--- src/design/amb_pkg.sv ---
package amb_pkg;

    // Blend modes held in register 0
    typedef enum logic [1:0] {
        MODE_TRANSPARENT = 2'd0,
        MODE_OPAQUE      = 2'd1,
        MODE_REVERSED    = 2'd2
    } t_blend_mode;

    // Configuration register indexes
    typedef enum logic [2:0] {
        REG_BLEND_MODE = 3'd0,
        REG_FG_WORD    = 3'd1,
        REG_BG_WORD    = 3'd2,
        REG_FG_RGB     = 3'd3,
        REG_BG_RGB     = 3'd4
    } t_cfg_reg;

    localparam int unsigned CFG_INDEX_W = 3;
    localparam int unsigned CFG_DATA_W  = 32;

    localparam logic [7:0] COV_NONE = 8'h00;
    localparam logic [7:0] COV_FULL = 8'hFF;

    // Input item
    typedef struct packed {
        logic [7:0]  coverage;
        logic [31:0] dest_pixel;
    } t_pix_in;

    // Result item
    typedef struct packed {
        logic [31:0] new_pixel;
        logic        write_enable;
    } t_pix_out;

    // One channel: (d*(255-a) + s*a) rounded, divided by 255 without a divider.
    // Rewritten as d*255 + (s-d)*a so only one 9x9 signed multiply is needed.
    function automatic logic [7:0] chan_mix(input logic [7:0] a,
                                            input logic [7:0] s,
                                            input logic [7:0] d);
        logic signed [8:0]  diff;
        logic signed [8:0]  a_s;
        logic signed [17:0] prod;
        logic [16:0]        base;
        logic signed [17:0] x_s;
        logic [16:0]        x;
        logic [16:0]        y;
        diff = $signed({1'b0, s}) - $signed({1'b0, d});
        a_s  = $signed({1'b0, a});
        prod = diff * a_s;
        base = {1'b0, d, 8'h00} - {9'h000, d};
        x_s  = $signed({1'b0, base}) + prod;
        x    = x_s[16:0];
        y    = x + 17'd128 + {8'h00, x[16:8]};
        return y[15:8];
    endfunction

    // Per-channel blend of 0xRRGGBB source over 0xRRGGBB destination
    function automatic logic [23:0] mix_rgb(input logic [7:0]  a,
                                            input logic [23:0] src,
                                            input logic [23:0] dst);
        return {chan_mix(a, src[23:16], dst[23:16]),
                chan_mix(a, src[15:8],  dst[15:8]),
                chan_mix(a, src[7:0],   dst[7:0])};
    endfunction

endpackage

--- src/design/alpha_mask_pixel_blend_top.sv ---
// Channel   Direction  Handshake                 Payload
// pixel in  input      i_valid / o_stall         i_pix  (amb_pkg::t_pix_in)
// result    output     o_valid / i_stall         o_pix  (amb_pkg::t_pix_out)
// config    input      i_cfg_valid / o_cfg_ready i_cfg_index, i_cfg_data
//
// One item per cycle sustained while i_stall is low; input register, then
// result register, with the per-channel multiply-and-round between them.
// Reset (synchronous, active low) empties both stages and clears the registers.
// The input register refills whenever the result register is free or taken
// in the same cycle, so o_stall rises only when both stages hold an item and
// the result is stalled. Config writes are always taken (o_cfg_ready high).
module alpha_mask_pixel_blend_top (
    input  logic                               i_clk,
    input  logic                               i_rst_n,
    input  logic                               i_valid,
    output logic                               o_stall,
    input  amb_pkg::t_pix_in                   i_pix,
    output logic                               o_valid,
    input  logic                               i_stall,
    output amb_pkg::t_pix_out                  o_pix,
    input  logic                               i_cfg_valid,
    output logic                               o_cfg_ready,
    input  logic [amb_pkg::CFG_INDEX_W-1:0]    i_cfg_index,
    input  logic [amb_pkg::CFG_DATA_W-1:0]     i_cfg_data
);

    amb_pkg::t_blend_mode r_mode;
    logic [31:0]          r_fg_word;
    logic [31:0]          r_bg_word;
    logic [23:0]          r_fg_rgb;
    logic [23:0]          r_bg_rgb;

    logic                 r_s1_valid;
    amb_pkg::t_pix_in     r_s1;
    logic                 r_out_valid;
    amb_pkg::t_pix_out    r_out;
    amb_pkg::t_pix_out    n_out;

    logic                 w_advance;
    logic                 w_in_accept;
    logic [7:0]           w_inv;

    // Configuration registers
    assign o_cfg_ready = 1'b1;

    always_ff @(posedge i_clk) begin
        if (!i_rst_n) begin
            r_mode    <= amb_pkg::MODE_TRANSPARENT;
            r_fg_word <= '0;
            r_bg_word <= '0;
            r_fg_rgb  <= '0;
            r_bg_rgb  <= '0;
        end else if (i_cfg_valid && o_cfg_ready) begin
            case (amb_pkg::t_cfg_reg'(i_cfg_index))
                amb_pkg::REG_BLEND_MODE: r_mode    <= amb_pkg::t_blend_mode'(i_cfg_data[1:0]);
                amb_pkg::REG_FG_WORD:    r_fg_word <= i_cfg_data;
                amb_pkg::REG_BG_WORD:    r_bg_word <= i_cfg_data;
                amb_pkg::REG_FG_RGB:     r_fg_rgb  <= i_cfg_data[23:0];
                amb_pkg::REG_BG_RGB:     r_bg_rgb  <= i_cfg_data[23:0];
                default: ;
            endcase
        end
    end

    // Flow control: stage 1 moves on when the result register is free or taken
    assign w_advance   = !r_out_valid || !i_stall;
    assign o_stall     = r_s1_valid && !w_advance;
    assign w_in_accept = i_valid && !o_stall;

    // Input register
    always_ff @(posedge i_clk) begin
        if (!i_rst_n) begin
            r_s1_valid <= 1'b0;
        end else if (w_in_accept) begin
            r_s1_valid <= 1'b1;
        end else if (w_advance) begin
            r_s1_valid <= 1'b0;
        end
    end

    always_ff @(posedge i_clk) begin
        if (w_in_accept) begin
            r_s1 <= i_pix;
        end
    end

    // Blend selection
    assign w_inv = ~r_s1.coverage;

    always_comb begin
        n_out.new_pixel    = r_s1.dest_pixel;
        n_out.write_enable = 1'b0;
        case (r_mode)
            amb_pkg::MODE_TRANSPARENT: begin
                if (r_s1.coverage == amb_pkg::COV_FULL) begin
                    n_out.new_pixel    = r_fg_word;
                    n_out.write_enable = 1'b1;
                end else if (r_s1.coverage != amb_pkg::COV_NONE) begin
                    n_out.new_pixel    = {8'h00, amb_pkg::mix_rgb(r_s1.coverage, r_fg_rgb,
                                                                  r_s1.dest_pixel[23:0])};
                    n_out.write_enable = 1'b1;
                end
            end
            amb_pkg::MODE_OPAQUE: begin
                n_out.write_enable = 1'b1;
                if (r_s1.coverage == amb_pkg::COV_NONE) begin
                    n_out.new_pixel = r_bg_word;
                end else if (r_s1.coverage == amb_pkg::COV_FULL) begin
                    n_out.new_pixel = r_fg_word;
                end else begin
                    n_out.new_pixel = {8'h00, amb_pkg::mix_rgb(r_s1.coverage, r_fg_rgb,
                                                               r_bg_rgb)};
                end
            end
            amb_pkg::MODE_REVERSED: begin
                if (w_inv == amb_pkg::COV_FULL) begin
                    n_out.new_pixel    = r_bg_word;
                    n_out.write_enable = 1'b1;
                end else if (w_inv != amb_pkg::COV_NONE) begin
                    n_out.new_pixel    = {8'h00, amb_pkg::mix_rgb(w_inv, r_bg_rgb,
                                                                  r_s1.dest_pixel[23:0])};
                    n_out.write_enable = 1'b1;
                end
            end
            default: ;
        endcase
    end

    // Result register
    always_ff @(posedge i_clk) begin
        if (!i_rst_n) begin
            r_out_valid <= 1'b0;
        end else if (w_advance) begin
            r_out_valid <= r_s1_valid;
        end
    end

    always_ff @(posedge i_clk) begin
        if (w_advance && r_s1_valid) begin
            r_out <= n_out;
        end
    end

    assign o_valid = r_out_valid;
    assign o_pix   = r_out;

    // Checks
    a_stall_only_when_full: assert property (@(posedge i_clk) disable iff (!i_rst_n)
        o_stall |-> (r_s1_valid && r_out_valid && i_stall))
        else $error("input stalled while a stage is free");

    a_stage_moves_on: assert property (@(posedge i_clk) disable iff (!i_rst_n)
        (r_s1_valid && w_advance) |=> r_out_valid)
        else $error("item lost between stages");

    a_full_cov_native: assert property (@(posedge i_clk) disable iff (!i_rst_n)
        (r_s1_valid && w_advance && r_mode == amb_pkg::MODE_TRANSPARENT
         && r_s1.coverage == amb_pkg::COV_FULL)
        |=> (r_out.write_enable && r_out.new_pixel == $past(r_fg_word)))
        else $error("full coverage did not write the native foreground word");

endmodule
--- config.mk ---
export PLATFORM = sky130hd
export DESIGN_NAME = alpha_mask_pixel_blend_top
export DESIGN_NICKNAME = d
export VERILOG_FILES = /design/src/design/amb_pkg.sv /design/src/design/alpha_mask_pixel_blend_top.sv
export SDC_FILE = /design/constraint.sdc
export NUM_CORES = 2
export LEC_CHECK = 0
export BUFFER_PORTS_ARGS = -buffer_cell sky130_fd_sc_hd__clkbuf_2
export CAP_MARGIN = 10
export CORE_ASPECT_RATIO = 0.9
export CORE_MARGIN = 2
export CORE_UTILIZATION = 42
export DETAILED_ROUTE_END_ITERATION = 10
export PLACE_DENSITY_LB_ADDON = 0.2
export SETUP_SLACK_MARGIN = 0.5
export SLEW_MARGIN = 40
export SYNTH_ARGS = -nofsm -noshare
export SYNTH_HDL_FRONTEND = slang
export SYNTH_SLANG_ARGS = --single-unit
--- constraint.sdc ---
create_clock -name i_clk -period 19.15 [get_ports i_clk]
set_clock_uncertainty 0.2 [all_clocks]
set_input_delay 2.8725 -clock i_clk [delete_from_list [all_inputs] [get_ports i_clk]]
set_output_delay 2.8725 -clock i_clk [all_outputs]
set_load 0.005 [all_outputs]
# Word-level counts from Yosys, hierarchy flattened
# Index checks and enable logic that the tools add are counted.
# op_classes
add_sub_neg	42
n_mul	9
n_div	0
n_lt_le_gt_ge	0
eq_ne	8
shift	0
n_mux	9
bitwise_logic	1
reduce_logical	19
# op_table
operator	count
$add 17x17->17	9
$mul 9x9->17	9
$add 16x8->16 const B	9
$add 16x9->16	9
$mux 33	4
$sub 16x8->17	6
$pmux 33 s3	1
$sub 8x8->9	9
$mux 32	2
$eq 8x8->1 const B	2
$reduce_bool 8->1	2
$reduce_and 2->1	5
$logic_not 8->1	1
$not 8->8	1
$eq 3x2->1 const B	2
$logic_not 1->1	4
$eq 3x1->1 const B	1
$eq 3x3->1 const B	1
$logic_and 1x1->1	3
$logic_not 3->1	1
$eq 2x1->1 const B	1
$eq 2x2->1 const B	1
$logic_not 2->1	1
$mux 1	2
2 further kinds	2
# totals
reg_bits	189
latch_bits	0
ram_bits	0
mem_bits_ro	0
in_bits	80
output_inout_bits	36
word_cells	99
memories	0

# Depth between registers and ports, before layout
# depth
depth_word	8
ltp_mapped	42

# Worst setup path before layout
# OpenSTA, ideal clock, no wires.
# synth_path
path_kind	flip-flop to flip-flop
start	reg r_s1[9] (netlist name)
end	reg r_out, in the netlist o_pix[12], data pin
setup_time_ns	0.273
arrival_ns	9.076
slack_ns	9.601
stages_incl_launch_ff	39
path_buffers	1
synth_period_minus_slack_ns	9.549
path_cell_list	edfxtp_1 > inv_1 > ha_1 > nor2b_1 > o21ai_0 > nand2b_1 > a21o_1 > a21o_1 > a21o_1 > a21oi_1 > xnor2_1 > nand2b_1 > fa_1 > inv_1 > fa_1 > inv_1 > fa_1 > inv_1 > (+3 left out) > a21oi_1 > and2_1 > a211oi_2 > a311o_1 > a21o_1 > and2_1 > clkbuf_1 > ha_1 > ha_1 > and3_1 > a41o_1 > a21o_1 > a221o_1 > o211ai_1 > xnor2_1 > nor2_1 > a2111oi_0 > a211oi_1
# synth_rtl
element	line_no	rtl
from (decl)	alpha_mask_pixel_blend_top.sv:34	amb_pkg::t_pix_in r_s1;
from (signal assigned)	alpha_mask_pixel_blend_top.sv:83	r_s1 <= i_pix;
to (signal assigned)	alpha_mask_pixel_blend_top.sv:140	r_out <= n_out;
to (decl)	alpha_mask_pixel_blend_top.sv:36	amb_pkg::t_pix_out r_out;

==> key figures <==
Drt
  • Vias per cell: 5.479
  • Avg WL per Cell: 20.93 µm
  • Routed Antenna Nets: 0
  • Vias: 35.96k
  • DR iter-0 viols: 2466
  • # DRC: 0
  • Total Wirelength: 137.4 mm
  • 1st-pass router iterations: 6

Clock network
  • CTS tree: done
  • Post-CTS Setup Bufs: 0
  • Post-CTS sizing: 0
  • Sink Count: 189
  • Clock Tree Root: clkbuf_16
  • H-tree levels: 4
  • Clk_lat worst skew: 520 ps
  • Cts hold-fix bufs: 0
  • TritonCTS buffer count: 17
  • Register clock-pin slew on the reported worst setup and hold paths: 90 ps
  • CTS max path bufs: 2

Logic synthesis
  • Distinct cell type count after synthesis: 95
  • Syn Area/Cell: 8.724 µm²
  • Multiplexer share of the synthesized area: 0.3143%
  • Cell taking the most area after synthesis: fa_1
  • Most common flop cell mapped by yosys: dfxtp_1
  • Compound-Gate Fraction of Synth Area: 13.34%
  • Synth top area share: 30.04%
  • Ys Warns: 0
  • Cell Area, Synth: 44980 µm²
  • Post-synthesis async set-or-reset flop share: 0%
  • Adder-cell share of the synthesized area: 45.23%
  • Post-synth EDFFs: 73
  • Sequential-to-total area share from yosys stat: 10.04%
  • Register bit count reported by yosys: 189
  • XOR/XNOR share of the synthesized area: 5.527%
  • Post-synthesis cell count: 5156
  • Synth area leaders: fa_1, ha_1, inv_1
  • Post-Synth Simple-Gate Area: 17.06%
  • Syn_nets: 6457
  • Largest family of logic cells by synthesized area: adder cells

Floorplanning
  • Core Footprint: 105900 µm²
  • Die span in x: 349.0 µm
  • # IOs: 116
  • Die H: 314.5 µm
  • Die area: 109700 µm²
  • Starting Density: 42.47%
  • Rows: 113

Place
  • IO buf count: 114
  • Placed Area: 47090 µm²
  • Hpwl dp: 111.6 mm
  • Gpl congestion: 0.9553

Critical path
  • Critical Path RT: 19210 ps
  • CP max FO: 13
  • Startpoint Class: flip-flop
  • Crit path DAT: 10830 ps
  • Most common cell on crit path: fa_1
  • Max incr delay on CP: 680 ps
  • Worst setup path category: reg2reg
  • Slowest CP cell: edfxtp_1
  • Critical Path End Type: flip-flop

Layout
  • Share of layout cells above drive strength 1: 5.730%
  • Final-stage net count: 6471
  • Area Growth Syn to Fin: 6.237%
  • Most used cells in the layout excluding fill and tap cells: inv_1, fa_1, nand2_1, ha_1, nor2_1
  • # diodes: 0
  • Multi-input logic area: 36780 µm²
  • Fillers: 10.42k
  • Core Util, Final: 45.12%
  • Most common cell after layout, fill and taps aside: inv_1
  • Final instance area: 47780 µm²
  • Storage element area: 4517 µm²

Global route
  • Global route overflow: 0
  • First-pass GRT wire length: 217.5 mm
  • Initial antenna violation count: 5
  • GRT Overall Usage: 25.82%
  • Vias in the first global route: 36.59k
  • Largest net degree at the start of global routing: 102

Hold path
  • Hold crit path type: reg2reg

Timing
  • Slew margin rel.: 39.18%
  • Highest Clock Rate: 92.84 MHz
  • Slew at the pin with the worst max-slew slack: 912.3 ps
  • RSZ-0062 raised after global routing: false
  • Total negative slack: 0 ps
  • Slew Viols, Final: 0
  • Final min period: 10770 ps
  • Final setup fails: 0
  • Final Hold Fails: 0
  • Hold_ws: 270.1 ps
  • Final worst-path cycle share: 56.25%

Flow run
  • Maxcap violations: 0

Outcome
  • Status: completed
-- path summary, 6_finish.rpt --
| path | start | endpoint | slack (ps) | cells past startpoint |
|---|---|---|---|---|
| min reg2reg | r_fg_word[13]$_SDFFE_PN0P_ | r_fg_word[13]$_SDFFE_PN0P_ | 270 | 2 |
| min | r_fg_word[13]$_SDFFE_PN0P_ | r_fg_word[13]$_SDFFE_PN0P_ | 270 | 2 |
| max reg2reg | r_s1[16]$_DFFE_PP_ | o_pix[21]$_DFFE_PP_ | 8380 | 34 |
| max | r_s1[16]$_DFFE_PP_ | o_pix[21]$_DFFE_PP_ | 8380 | 34 |
-- flip-flops by register name (all words and copies together) (netlist names) --
register    flops
r_bg_rgb       24
r_mode          2
r_fg_rgb       24
r_bg_word      32
r_s1           40
o_pix          33
r_fg_word      32
r_s1_valid      1
o_valid         1
-- cell usage after synthesis, types with 19 or more instances --
master    instances
a211oi_1         30
a21boi_0        126
a21o_1           85
a21oi_1         184
a31oi_1          23
and2_1          126
and3_1           22
clkbuf_1        151
dfxtp_1         116
edfxtp_1         73
fa_1            675
ha_1            546
inv_1           852
nand2_1         584
nand2b_1        158
nand3_1          52
nand4_1          19
nor2_1          269
nor2b_1         127
nor3_1           56
o211ai_1         28
o21a_1           34
o21ai_0         140
or2_2            55
or3_1            25
xnor2_1         209
xor2_1           73
-- worst max-delay path: cells and delay by family, from the launching register on --
kind,cells,cell delay [ps]
XOR/XNOR,2,280
buffers and inverters,1,60
flip-flops,1,680
AND/OR/NAND/NOR,7,1600
adder cells (fa/ha/maj),10,3990
AO/OA/AOI/OAI,14,3670
-- per-layer routing --
metal	vias up	share of wire (%)	track usage [%]
met5	-	0.033	0
met4	6	2.2	6.044
met3	144	6.6	4.048
met2	1092	44	39.62
met1	17890	48	38.10
li1	16820	-	-
-- through the flow --
stage	setup slack, ps	std cells
6_report	8379	6563
3_5_place_dp	8511	6530
3_3_place_gp	8577	6529
5_1_grt	7736	6563
4_1_cts	8476	6562
2_1_floorplan	9601	5156
-- layout make-up --
type / count / area share (%)
clock buffer: 18 / 0.9191
clock inverter: 14 / 0.3823
inverter: 853 / 6.701
multi-input combinational: 3953 / 76.97
sequential: 189 / 9.452
tap: 1380 / 3.613
timing repair buffer: 156 / 1.961
-- logic make-up (layout without fill, tap and decap cells) --
group	after synthesis	after routing
compound gates	870	870
simple gates	1564	1564
xor+xnor	283	283
mux	14	14
buf+inv	1014	1041
fa+ha+maj	1221	1221
flops	189	189
other cells	1	1
Power is left out: the tool's default activity adds up to more than one toggle a clock period on the data nets, which glitch-free logic cannot reach.
